## src/cefm_pkg.sv

```systemverilog
// shared constants for the capture edge frequency meter
package cefm_pkg;

    localparam int unsigned CLK_W      = 32;
    localparam int unsigned CAP_W      = 16;
    localparam int unsigned CAP_EXT_W  = 32;
    localparam int unsigned FREQ_W     = 31;
    localparam int unsigned DIV_CNT_W  = $clog2(CLK_W);

    localparam logic [CLK_W-1:0] CLOCK_RESET = 32'd168000000;

    // handshake between the sequencer and the divider
    typedef struct packed {
        logic start;
    } div_req_t;

    typedef struct packed {
        logic busy;
        logic done;
    } div_stat_t;

endpackage

```

## src/cefm_div.sv

```systemverilog
// radix-2 restoring divider, one quotient bit per cycle
module cefm_div #(
    parameter int unsigned DVS_W = 17
) (
    input  logic                          aclk,
    input  logic                          aresetn,
    input  cefm_pkg::div_req_t            req,
    input  logic [cefm_pkg::CLK_W-1:0]    dividend,
    input  logic [DVS_W-1:0]              divisor,
    output cefm_pkg::div_stat_t           stat,
    output logic [cefm_pkg::CLK_W-1:0]    quotient
);
    import cefm_pkg::*;

    logic [CLK_W-1:0]     dvd_reg, dvd_next;
    logic [DVS_W-1:0]     dvs_reg, dvs_next;
    logic [DVS_W-1:0]     rem_reg, rem_next;
    logic [DIV_CNT_W-1:0] cnt_reg, cnt_next;
    logic                 busy_reg, busy_next;
    logic                 done_reg, done_next;
    logic [DVS_W:0]       trial;
    logic [DVS_W:0]       diff;

    // shift in the next dividend bit and try a subtract
    assign trial = {rem_reg, dvd_reg[CLK_W-1]};
    assign diff  = trial - {1'b0, dvs_reg};

    always_comb begin
        dvd_next  = dvd_reg;
        dvs_next  = dvs_reg;
        rem_next  = rem_reg;
        cnt_next  = cnt_reg;
        busy_next = busy_reg;
        done_next = 1'b0;
        if (req.start) begin
            dvd_next  = dividend;
            dvs_next  = divisor;
            rem_next  = '0;
            cnt_next  = DIV_CNT_W'(CLK_W - 1);
            busy_next = 1'b1;
        end else if (busy_reg) begin
            if (diff[DVS_W]) begin
                rem_next = trial[DVS_W-1:0];
                dvd_next = {dvd_reg[CLK_W-2:0], 1'b0};
            end else begin
                rem_next = diff[DVS_W-1:0];
                dvd_next = {dvd_reg[CLK_W-2:0], 1'b1};
            end
            cnt_next = cnt_reg - 1'b1;
            if (cnt_reg == '0) begin
                busy_next = 1'b0;
                done_next = 1'b1;
            end
        end
    end

    always_ff @(posedge aclk) begin
        dvd_reg <= dvd_next;
        dvs_reg <= dvs_next;
        rem_reg <= rem_next;
        cnt_reg <= cnt_next;
        if (!aresetn) begin
            busy_reg <= 1'b0;
            done_reg <= 1'b0;
        end else begin
            busy_reg <= busy_next;
            done_reg <= done_next;
        end
    end

    assign stat.busy = busy_reg;
    assign stat.done = done_reg;
    assign quotient  = dvd_reg;

    a_no_restart: assert property (@(posedge aclk) disable iff (!aresetn)
        req.start |-> !busy_reg)
        else $error("divider started while busy");

    a_done_after_busy: assert property (@(posedge aclk) disable iff (!aresetn)
        done_reg |-> $past(busy_reg) && !busy_reg)
        else $error("divider done without a run");

    a_last_step: assert property (@(posedge aclk) disable iff (!aresetn)
        busy_reg && cnt_reg == '0 && !req.start |=> done_reg)
        else $error("divider missed its final step");

endmodule

```

## src/capture_edge_frequency_meter.sv

```systemverilog
// top level: three-phase edge capture sequencer and frequency output register
// sequence: edge beats in PH_FIRST and PH_SECOND finish with no result; a PH_THIRD edge
// beat starts the divider, and the sequencer waits in ST_DIV until the divider is done,
// then loads the output register in ST_OUT once the slot is free; a zero sum skips ST_DIV
// throughput: s_ready stays low from a PH_THIRD edge beat until its result is loaded; reset
// (aresetn low, synchronous) clears phase, timestamps, valid flags, clock register to 168 MHz
module capture_edge_frequency_meter #(
    parameter int unsigned COUNTER_BITS = 16
) (
    input  logic                           aclk,
    input  logic                           aresetn,
    // configuration write channel
    input  logic                           cfg_valid,
    output logic                           cfg_ready,
    input  logic [cefm_pkg::CLK_W-1:0]     cfg_data,
    // capture beats
    input  logic                           s_valid,
    output logic                           s_ready,
    input  logic [cefm_pkg::CAP_W-1:0]     s_capture_value,
    // result beats
    output logic                           m_valid,
    input  logic                           m_ready,
    output logic [cefm_pkg::FREQ_W-1:0]    m_frequency_hz,
    output logic                           m_zero_interval
);
    import cefm_pkg::*;

    localparam int unsigned SUM_W = COUNTER_BITS + 1;

    typedef enum logic [1:0] {
        PH_FIRST,
        PH_SECOND,
        PH_THIRD
    } phase_t;

    typedef enum logic [1:0] {
        ST_IDLE,
        ST_DIV,
        ST_OUT
    } state_t;

    state_t                  state_reg, state_next;
    phase_t                  phase_reg, phase_next;
    logic [COUNTER_BITS-1:0] last_ts_reg, last_ts_next;
    logic [COUNTER_BITS-1:0] first_iv_reg, first_iv_next;
    logic [CLK_W-1:0]        clock_hz_reg, clock_hz_next;
    logic                    zero_pend_reg, zero_pend_next;
    logic                    m_valid_reg, m_valid_next;
    logic [FREQ_W-1:0]       m_freq_reg, m_freq_next;
    logic                    m_zero_reg, m_zero_next;

    logic [CAP_EXT_W-1:0]    cap_ext;
    logic [COUNTER_BITS-1:0] cap_w;
    logic [COUNTER_BITS-1:0] second_iv;
    logic [SUM_W-1:0]        iv_sum;
    logic                    sum_zero;
    logic                    s_beat;
    logic                    out_free;

    div_req_t                div_req;
    div_stat_t               div_stat;
    logic [CLK_W-1:0]        div_quot;

    // capture taken modulo the counter width
    assign cap_ext   = {{(CAP_EXT_W - CAP_W){1'b0}}, s_capture_value};
    assign cap_w     = cap_ext[COUNTER_BITS-1:0];
    assign second_iv = cap_w - last_ts_reg;
    assign iv_sum    = {1'b0, first_iv_reg} + {1'b0, second_iv};
    assign sum_zero  = (iv_sum == '0);

    assign s_ready   = (state_reg == ST_IDLE);
    assign s_beat    = s_valid && s_ready;
    assign cfg_ready = 1'b1;
    // output slot can take a new result this cycle
    assign out_free  = !m_valid_reg || m_ready;

    // an edge beat in PH_THIRD with a nonzero sum kicks off the division
    assign div_req.start = s_beat && (phase_reg == PH_THIRD) && !sum_zero;

    cefm_div #(
        .DVS_W (SUM_W)
    ) u_div (
        .aclk     (aclk),
        .aresetn  (aresetn),
        .req      (div_req),
        .dividend (clock_hz_reg),
        .divisor  (iv_sum),
        .stat     (div_stat),
        .quotient (div_quot)
    );

    always_comb begin
        state_next     = state_reg;
        phase_next     = phase_reg;
        last_ts_next   = last_ts_reg;
        first_iv_next  = first_iv_reg;
        clock_hz_next  = clock_hz_reg;
        zero_pend_next = zero_pend_reg;
        m_valid_next   = m_valid_reg;
        m_freq_next    = m_freq_reg;
        m_zero_next    = m_zero_reg;

        if (cfg_valid && cfg_ready) begin
            clock_hz_next = cfg_data;
        end

        // result taken by the sink
        if (m_valid_reg && m_ready) begin
            m_valid_next = 1'b0;
        end

        unique case (state_reg)
            ST_IDLE: begin
                if (s_beat) begin
                    last_ts_next = cap_w;
                    case (phase_reg)
                        PH_SECOND: begin
                            first_iv_next = cap_w - last_ts_reg;
                            phase_next    = PH_THIRD;
                        end
                        PH_THIRD: begin
                            phase_next     = PH_FIRST;
                            zero_pend_next = sum_zero;
                            state_next     = sum_zero ? ST_OUT : ST_DIV;
                        end
                        // first phase, and the unused code
                        default: begin
                            phase_next = PH_SECOND;
                        end
                    endcase
                end
            end
            ST_DIV: begin
                if (div_stat.done) begin
                    state_next = ST_OUT;
                end
            end
            ST_OUT: begin
                if (out_free) begin
                    m_valid_next = 1'b1;
                    // halve the quotient: floor(floor(a/s)/2)
                    m_freq_next  = zero_pend_reg ? '0 : div_quot[CLK_W-1:1];
                    m_zero_next  = zero_pend_reg;
                    state_next   = ST_IDLE;
                end
            end
            default: begin
                state_next = ST_IDLE;
            end
        endcase
    end

    always_ff @(posedge aclk) begin
        m_freq_reg <= m_freq_next;
        m_zero_reg <= m_zero_next;
        if (!aresetn) begin
            state_reg     <= ST_IDLE;
            phase_reg     <= PH_FIRST;
            last_ts_reg   <= '0;
            first_iv_reg  <= '0;
            clock_hz_reg  <= CLOCK_RESET;
            zero_pend_reg <= 1'b0;
            m_valid_reg   <= 1'b0;
        end else begin
            state_reg     <= state_next;
            phase_reg     <= phase_next;
            last_ts_reg   <= last_ts_next;
            first_iv_reg  <= first_iv_next;
            clock_hz_reg  <= clock_hz_next;
            zero_pend_reg <= zero_pend_next;
            m_valid_reg   <= m_valid_next;
        end
    end

    assign m_valid         = m_valid_reg;
    assign m_frequency_hz  = m_freq_reg;
    assign m_zero_interval = m_zero_reg;

    a_done_in_div: assert property (@(posedge aclk) disable iff (!aresetn)
        div_stat.done |-> state_reg == ST_DIV)
        else $error("divider result outside division state");

    a_busy_blocks_input: assert property (@(posedge aclk) disable iff (!aresetn)
        div_stat.busy |-> !s_ready)
        else $error("capture accepted while dividing");

    a_zero_means_no_freq: assert property (@(posedge aclk) disable iff (!aresetn)
        m_valid_reg && m_zero_reg |-> m_freq_reg == '0)
        else $error("zero interval result with nonzero frequency");

    a_load_from_out: assert property (@(posedge aclk) disable iff (!aresetn)
        $rose(m_valid_reg) |-> $past(state_reg == ST_OUT))
        else $error("result raised outside output state");

    a_third_restarts: assert property (@(posedge aclk) disable iff (!aresetn)
        s_beat && phase_reg == PH_THIRD |=> phase_reg == PH_FIRST && state_reg != ST_IDLE)
        else $error("third edge did not start a result");

endmodule
```

## config.mk

```make
export PLATFORM = sky130hd
export DESIGN_NAME = capture_edge_frequency_meter
export DESIGN_NICKNAME = d
export VERILOG_FILES = /design/src/cefm_pkg.sv /design/src/cefm_div.sv /design/src/capture_edge_frequency_meter.sv
export SDC_FILE = /design/constraint.sdc
export NUM_CORES = 1
export LEC_CHECK = 0
export BUFFER_PORTS_ARGS = -buffer_cell sky130_fd_sc_hd__buf_2
export CAP_MARGIN = 40
export CORE_ASPECT_RATIO = 1.75
export CORE_UTILIZATION = 60
export DETAILED_ROUTE_END_ITERATION = 6
export MAX_ROUTING_LAYER = met4
export PLACE_DENSITY = 0.81
export SYNTH_ARGS = -nofsm -noshare
export SYNTH_HDL_FRONTEND = slang
export SYNTH_HIERARCHICAL = 1
export SYNTH_SLANG_ARGS = --single-unit
```

## constraint.sdc

```tcl
create_clock -name aclk -period 7.4 [get_ports aclk]
set_input_delay 0.37 -clock aclk [delete_from_list [all_inputs] [get_ports aclk]]
set_output_delay 0.37 -clock aclk [all_outputs]
set_load 0.01 [all_outputs]
```

==> results of run 1 <==
-- layer usage --
metal  vias to the layer above  track usage  share of wire
met3                        53       0.0385          0.030
met1                      3353        0.263           0.36
met4                         0        0.120          0.034
met2                       177        0.522           0.57
met5                         -            -              0
li1                       3452            -              -
-- power by group through the flow --
stage	Combinational, mW	Clock (mW)	Sequential (mW)
CTS	0.819	0.936	1.16
floorplan	0.666	0	1.16
detailed placement	0.807	0	1.18
finish	0.826	0.929	1.16
global route	0.911	0.975	1.17
global placement	0.790	0	1.18
-- per-stage QoR --
step / hold WS, ns / instance area (sq um) / std cells / total power, mW / util
2_1_floorplan: 0.436 / 9260 / 933 / 1.83 / -
3_3_place_gp: 0.441 / 9780 / 1167 / 1.97 / 0.653
3_5_place_dp: 0.446 / 9850 / 1170 / 1.99 / 0.657
4_1_cts: 0.148 / 10500 / 1202 / 2.92 / 0.699
5_1_grt: 0.159 / 10500 / 1202 / 3.06 / 0.699
6_report: 0.159 / 10500 / 1202 / 2.92 / 0.699
-- worst reg2reg max path: stages (launching register included) --
cell	delay, ns
dfxtp_1	0.33
inv_1	0.07
ha_1	0.26
nor2b_1	0.12
o21ai_0	0.27
a211oi_1	0.19
o21ai_0	0.33
a21boi_0	0.16
or3_1	0.34
and2_1	0.19
ha_1	0.40
nand2_1	0.10
nor2_1	0.13
and4_1	0.25
o31ai_2	0.10
a21bo_2	0.22
a2111o_1	0.47
nor3_1	0.33
nor2_4	0.20
nor2_1	0.69
nand3_1	0.13
nor3_1	0.18
a211o_1	0.14
-- worst paths after layout --
kind | depth (start not counted) | startpoint | to
max reg2reg | 22 | last_ts_reg[1] | u_div/rem_reg[2]
max | 22 | last_ts_reg[1] | u_div/rem_reg[2]
min | 3 | cfg_data[12] | clock_hz_reg[12]
min reg2reg | 2 | last_ts_reg[9] | last_ts_reg[9]
-- layout make-up --
type                       count  area [sq um]
inverter                      52           195
multi-input combinational    667          4580
tap                          183           229
timing repair buffer          93           528
clock inverter                15           199
sequential                   175          4310
clock buffer                  17           425
fill                        1127          4520
==> results.yml, run 1 <==
clocking:
  cts-root-buf: "clkbuf_16"
  htreeDepth: 4
  clock_path_buffers: 2
  postCtsSetupBuffers: 0
  clock_latency_ns: 0.44
  cts_buffers: 17
  clkTransAtPathRegs_ns: 0.08
  clkSinkCount: 175
  cts_tree: "built"
  postCtsHoldBufs: 0
  cts_resized: 0
timing:
  slew_violations: 0
  fin_ws_ns: 1.72
  fin_crit_sh: 0.768
  period_needed_ns: 5.68
  skew_ns: 0.0146
  rsz0062_at_grt: "no"
  finalHoldViolations: 0
  fmax_mhz: 176
  worst_slew_pin_slew_ns: 0.945
  slew_headroom: 0.369
  tns_ns: 0
  setup_viol: 0
synth:
  netlist_instances: 933
  syn-cell-area_sq_um: 9260
  yosys_warnings: 6
  syn_nets: 1042
  syn_area_per_cell_sq_um: 9.93
place:
  gp_congestion: 0.962
  pre_cts_ws_ns: 1.69
  portBuffers: 86
  dpl.hpwl_microns: 14400
power:
  power_switching_mw: 0.992
  power_density_nw_per_um2: 279
  irDropWorstVdd_mv: 0.150
  p_leak_nw: 4.27
  p_int_mw: 1.93
  p_sw_frac: 0.340
  pwr-share-seq: 0.399
  clkPwrFrac: 0.318
  combPwrFrac: 0.283
routing:
  routed_wl_microns: 20400
  ant_nets: 0
  first_pass_iters: 4
  vias: 7035
  avgViaCountPerCell: 5.85
  wire_per_inst_microns: 17.0
  drc_errors: 0
  drt_iter0_markers: 318
finish:
  layout.cells.most_common: "nand2_1"
  antennaDiodeCount: 0
  syn2layout_area_growth_pct: 13.1
  layout_common_cells: "nand2_1, dfxtp_1, buf_2"
  drive_gt1_frac: 0.182
  nNetsFinal: 1115
worst_setup_path:
  critical-path-top-delay-family: "simple AND/OR/NAND/NOR gates"
  crit_fanout: 22
  rrSetupSlack_ns: 1.72
  arrival_ns: 6.05
  cp.required_ns: 7.77
  worstPathCellList: "inv_1 > ha_1 > nor2b_1 > o21ai_0 > a211oi_1 > o21ai_0 > a21boi_0 > or3_1 > and2_1 > ha_1 > nand2_1 > nor2_1 > and4_1 > o31ai_2 > a21bo_2 > a2111o_1 > nor3_1 > nor2_4 > nor2_1 > nand3_1 > nor3_1 > a211o_1"
  worstSetupStartpointType: "register"
  cp_slowest_stage_delay_ns: 0.69
  path_buf_inv: 1
  worstSetupPathType: "register to register"
  crit_path_top_delay_cell: "nor2_1"
  crit_path_end_kind: "register"
global_routing:
  grt_overflow: 0
  grt_usage: 0.275
  grt_max_degree: 46
  grt_pass1_wl_microns: 33000
  antenna_found_initial: 0
  grt_pass1_vias: 7167
die:
  rows: 59
  start_util: 0.618
  num_io_pins: 88
  die_area_sq_um: 16000
  core_area_sq_um: 15000
  dieHeight_microns: 166
  die_w_microns: 95.9
worst_hold_path:
  min_path_type: "primary input to register"
outcome:
  status: "completed"
job:
  drv_cap: 0
No activity file was read; power rests on OpenSTA's default activity.
==> inputs of run 2 (changes only) <==
- ABC_AREA: unset -> 1
- PLACE_DENSITY: 0.81 -> 0.8
- clock period: 7.4 -> 5.9 ns (I/O delays scaled with it)
==> run 2 against run 1 <==
Against the previous run:
- fmax rose by 18%
- sequential power rose by 18%
- routed wire length rose by 12%
- sequential share of layout area fell by 2.7 points
- flip-flop and latch count did not move
- hold slack got worse by 0.088 ns
- core utilization barely moved
- clock power rose by 23%
- worst setup slack got worse by 0.63 ns
==> results.yml, run 2 <==
outcome:
  status: "completed"
clocking:
  postCtsSetupBuffers: 0
  htreeDepth: 4
  cts_tree: "built"
  clock_latency_ns: 0.43
  clock_path_buffers: 2
  postCtsHoldBufs: 0
  cts_buffers: 17
  clkSinkCount: 175
  clkTransAtPathRegs_ns: 0.08
  cts-root-buf: "clkbuf_16"
  cts_resized: 0
routing:
  ant_nets: 0
  vias: 8445
  avgViaCountPerCell: 5.33
  wire_per_inst_microns: 14.4
  drc_errors: 0
  first_pass_iters: 5
  drt_iter0_markers: 347
  routed_wl_microns: 22800
global_routing:
  grt_max_degree: 47
  grt_usage: 0.282
  grt_overflow: 0
  grt_pass1_wl_microns: 36600
  antenna_found_initial: 0
  grt_pass1_vias: 8203
place:
  portBuffers: 86
  dpl.hpwl_microns: 16800
  gp_congestion: 0.908
die:
  die_area_sq_um: 17100
  rows: 61
  core_area_sq_um: 16000
  die_w_microns: 99.3
  start_util: 0.620
  dieHeight_microns: 172
  num_io_pins: 88
worst_setup_path:
  crit_top_cell: "nand2_1"
  crit_path_top_delay_cell: "ha_1"
  worstPathCellList: "inv_1 > ha_1 > inv_1 > nor3_1 > nand3_1 > nand4_1 > nand3_1 > nand4_1 > nand2_1 > ha_1 > a21oi_1 > nand2_1 > a21oi_1 > nand2_1 > nand2_1 > nand2_2 > nand2_2 > nor2_2 > nand4_2 > nand2_2 > inv_2 > nor2_1 > inv_1 > buf_4"
  critical-path-top-delay-family: "simple AND/OR/NAND/NOR gates"
  reg2reg_from: "last_ts_reg[10]"
  worstSetupStartpointType: "register"
  critPathLaunch: "last_ts_reg[10]"
  worstSetupPathType: "register to register"
  crit_fanout: 25
  cp_slowest_stage_delay_ns: 0.41
  path_buf_inv: 5
  crit_path_end_kind: "register"
  arrival_ns: 4.91
  cp.required_ns: 5.99
timing:
  tns_ns: 0
  worst_slew_pin_slew_ns: 0.584
  fin_crit_sh: 0.816
  finalHoldViolations: 0
  fmax_mhz: 208
  slew_violations: 0
  rsz0062_at_grt: "no"
  slew_headroom: 0.610
  fin_hold_ws_ns: 0.0706
  period_needed_ns: 4.81
  skew_ns: 0.0143
  setup_viol: 0
power:
  irDropWorstVdd_mv: 0.275
  p_leak_nw: 5.78
  power_density_nw_per_um2: 281
job:
  drv_cap: 0
finish:
  ff_latch_area_sq_um: 4310
  layout_common_cells: "nand2_1, inv_1, nor2_1"
  antennaDiodeCount: 0
  syn2layout_area_growth_pct: 12.7
  nNetsFinal: 1492
  multi_input_area_sq_um: 4600
  layout.cells.most_common: "nand2_1"
  drive_gt1_frac: 0.144
  fill_cells: 1314
worst_hold_path:
  min_from: "cfg_data[17]"
  min_path_type: "primary input to register"
synth:
  yosys_warnings: 6
  syn_area_per_cell_sq_um: 7.61
  syn_nets: 1414
  netlist_instances: 1305
  syn-cell-area_sq_um: 9940
## run 2: final timing paths
path | end | slack (ns) | cells after the start
setup reg to reg | u_div/quotient[19] | 1.09 | 24
setup / recovery | u_div/quotient[19] | 1.09 | 24
hold reg to reg | last_ts_reg[8] | 0.45 | 2
hold / removal | clock_hz_reg[17] | 0.07 | 3
## run 2: metrics by stage
step	setup slack (ns)	util	instance area [sq um]	total power [mW]	instances
2_1_floorplan	1.42	-	9940	1.85	1305
3_3_place_gp	1.30	0.653	10500	2.00	1548
3_5_place_dp	1.21	0.661	10600	2.02	1553
4_1_cts	1.29	0.699	11200	3.15	1585
5_1_grt	0.920	0.699	11200	3.28	1585
6_report	1.09	0.699	11200	3.15	1585
## run 2: metal layers
metal | global-route usage | wire length [microns]
met1 | 0.276 | 8490
met5 | - | 0
met4 | 0.161 | 1110
met2 | 0.533 | 12300
met3 | 0.0323 | 825
## run 2: final cells by class
cell class,count,area share
inverter,226,0.0758
tap,189,0.0211
multi-input combinational,867,0.411
clock inverter,15,0.0164
clock buffer,17,0.0380
timing repair buffer,96,0.0523
sequential,175,0.385
## run 2: where the power goes
group          switching (mW)  internal, mW  total, mW
Combinational           0.417         0.220      0.636
Clock                   0.562         0.577       1.14
Sequential             0.0316          1.34       1.37
Total                    1.01          2.13       3.15
## run 2: worst register-to-register path, cell delays in order (launching register included)
cell     delay (ns)
dfxtp_1        0.32
inv_1          0.05
ha_1           0.41
inv_1          0.07
nor3_1         0.33
nand3_1        0.12
nand4_1        0.27
nand3_1        0.17
nand4_1        0.11
nand2_1        0.19
ha_1           0.37
a21oi_1        0.24
nand2_1        0.12
a21oi_1        0.19
nand2_1        0.07
nand2_1        0.08
nand2_2        0.08
nand2_2        0.08
nor2_2         0.04
nand4_2        0.11
nand2_2        0.08
inv_2          0.20
nor2_1         0.10
inv_1          0.29
buf_4          0.41
==> inputs of run 3 (changes only) <==
- CORE_UTILIZATION: 60 -> 55
- PLACE_DENSITY: 0.8 -> 0.77
- clock period: 5.9 -> 4.05 ns (I/O delays scaled with it)
==> run 3 against run 2 <==
Against the previous run:
- core utilization shrank 2.4 points
- register-to-register slack lost 0.96 ns
- non-clock buffer count up 37
- sequential power increased by 46%
- count of clock-buffer cells in the layout stayed put
- worst setup slack worse by 0.96 ns
- combinational power is 67% higher
- fmax rose by 23%
- critical endpoint is now u_div/quotient[20]
- highest routed layer unchanged
==> results.yml, run 3 (synthesis gave the netlist of run 2 again) <==
outcome:
  status: "completed"
timing:
  fin_crit_sh: 0.968
  finalHoldViolations: 0
  fin_hold_ws_ns: 0.0108
  worst_slew_pin_slew_ns: 0.610
  fin_ws_ns: 0.130
  setup_viol: 0
  skew_ns: 0.00984
  fmax_mhz: 255
  period_needed_ns: 3.92
  slew_headroom: 0.593
  slew_violations: 0
clocking:
  clock_latency_ns: 0.43
  cts-root-buf: "clkbuf_16"
  clkTransAtPathRegs_ns: 0.07
  htreeDepth: 4
  cts_tree: "built"
  cts_buffers: 17
  clock_path_buffers: 2
  clkSinkCount: 175
routing:
  vias: 8595
  wire_per_inst_microns: 13.9
  ant_nets: 0
  drc_errors: 0
  avgViaCountPerCell: 5.17
  routed_wl_microns: 23200
  drt_iter0_markers: 354
  first_pass_iters: 5
worst_setup_path:
  arrival_ns: 4.10
  crit_path_end_kind: "register"
  crit_fanout: 30
  worstSetupStartpointType: "register"
  rrSetupSlack_ns: 0.13
  cp_slowest_stage_delay_ns: 0.32
  cp.required_ns: 4.23
  worstSetupPathType: "register to register"
  crit_top_cell: "nand2_1"
  critical-path-top-delay-family: "simple AND/OR/NAND/NOR gates"
  crit_path_top_delay_cell: "ha_1"
  path_buf_inv: 7
place:
  dpl.hpwl_microns: 16900
  dp.cells: 1608
  portBuffers: 86
  pre_cts_ws_ns: -0.0480
  gp_congestion: 0.994
die:
  die_w_microns: 104
  dieHeight_microns: 180
  die_area_sq_um: 18600
  rows: 64
  core_area_sq_um: 17600
  start_util: 0.564
  num_io_pins: 88
finish:
  layout_common_cells: "nand2_1, inv_1, nor2_1"
  antennaDiodeCount: 0
  layout.cells.most_common: "nand2_1"
  syn2layout_area_growth_pct: 19.6
  nNetsFinal: 1529
  finalNonFillerCells: 1664
  drive_gt1_frac: 0.186
global_routing:
  grt_usage: 0.261
  grt_max_degree: 37
  grt_pass1_vias: 8446
  antenna_found_initial: 0
  grt_pass1_wl_microns: 37900
  grt_overflow: 0
job:
  drv_cap: 0
worst_hold_path:
  min_path_type: "primary input to register"
power:
  power_density_nw_per_um2: 399
  irDropWorstVdd_mv: 0.298
  p_leak_nw: 5.97
run 3: cell count changes in the layout (fill, tap and decap cells not counted), sizes merged:
cell         before  now
bufinv            0    1
dlygate4sd3       0   18
buf              96  115
clkinvlp          2    1
run 3: per-stage QoR:
| step | setup TNS, ns | total power, mW | utilization | instance area (sq um) |
|---|---|---|---|---|
| finish | 0 | 4.74 | 0.675 | 11900 |
| global route | -1.29 | 4.97 | 0.675 | 11900 |
| CTS | 0 | 4.69 | 0.661 | 11700 |
| detailed placement | -1.81 | 2.98 | 0.615 | 10800 |
| global placement | -0.443 | 2.95 | 0.610 | 10700 |
| floorplan | -0.593 | 2.71 | - | 10000 |
run 3: repair_timing:
item | in CTS | in global routing
hold buffers | 18 | 0
pin swaps | 7 | 12
endpoints found under the setup margin | 33 | 106
buffers inserted | 1 | 5
hold endpoints to repair | 18 | 0
resized for setup | 4 | 39
run 3: final timing paths:
kind                                      from                 end  depth (start not counted)
worst min register to register  last_ts_reg[9]      last_ts_reg[9]                          2
worst min-delay path              cfg_data[23]    clock_hz_reg[23]                          3
worst max register to register  last_ts_reg[1]  u_div/quotient[20]                         25
worst max-delay path            last_ts_reg[1]  u_div/quotient[20]                         25
run 3: metal layers:
| layer | up-vias | part of all wire | GRT usage |
|---|---|---|---|
| met1 | 3987 | 0.38 | 0.259 |
| met2 | 190 | 0.55 | 0.483 |
| met5 | - | 0 | - |
| li1 | 4349 | - | - |
| met3 | 69 | 0.025 | 0.0315 |
| met4 | 0 | 0.048 | 0.155 |
run 3: tightest hold or removal path: cells and delay by family:
kind          cells  cell delay [ns]
simple gates      2             0.12
buf+inv           1             0.08
run 3: power breakdown:
group	switching (mW)	internal (mW)
Sequential	0.0465	1.95
Clock	0.790	0.894
Combinational	0.654	0.406
Total	1.49	3.25
run 3: cell type report:
cell class | instances | area [sq um]
well taps | 231 | 289
repair buffers | 133 | 925
inverters | 226 | 857
clock inverters | 15 | 190
multi-input cells | 867 | 4880
fillers | 1487 | 5730
clock buffers | 17 | 425
flip-flops and latches | 175 | 4320
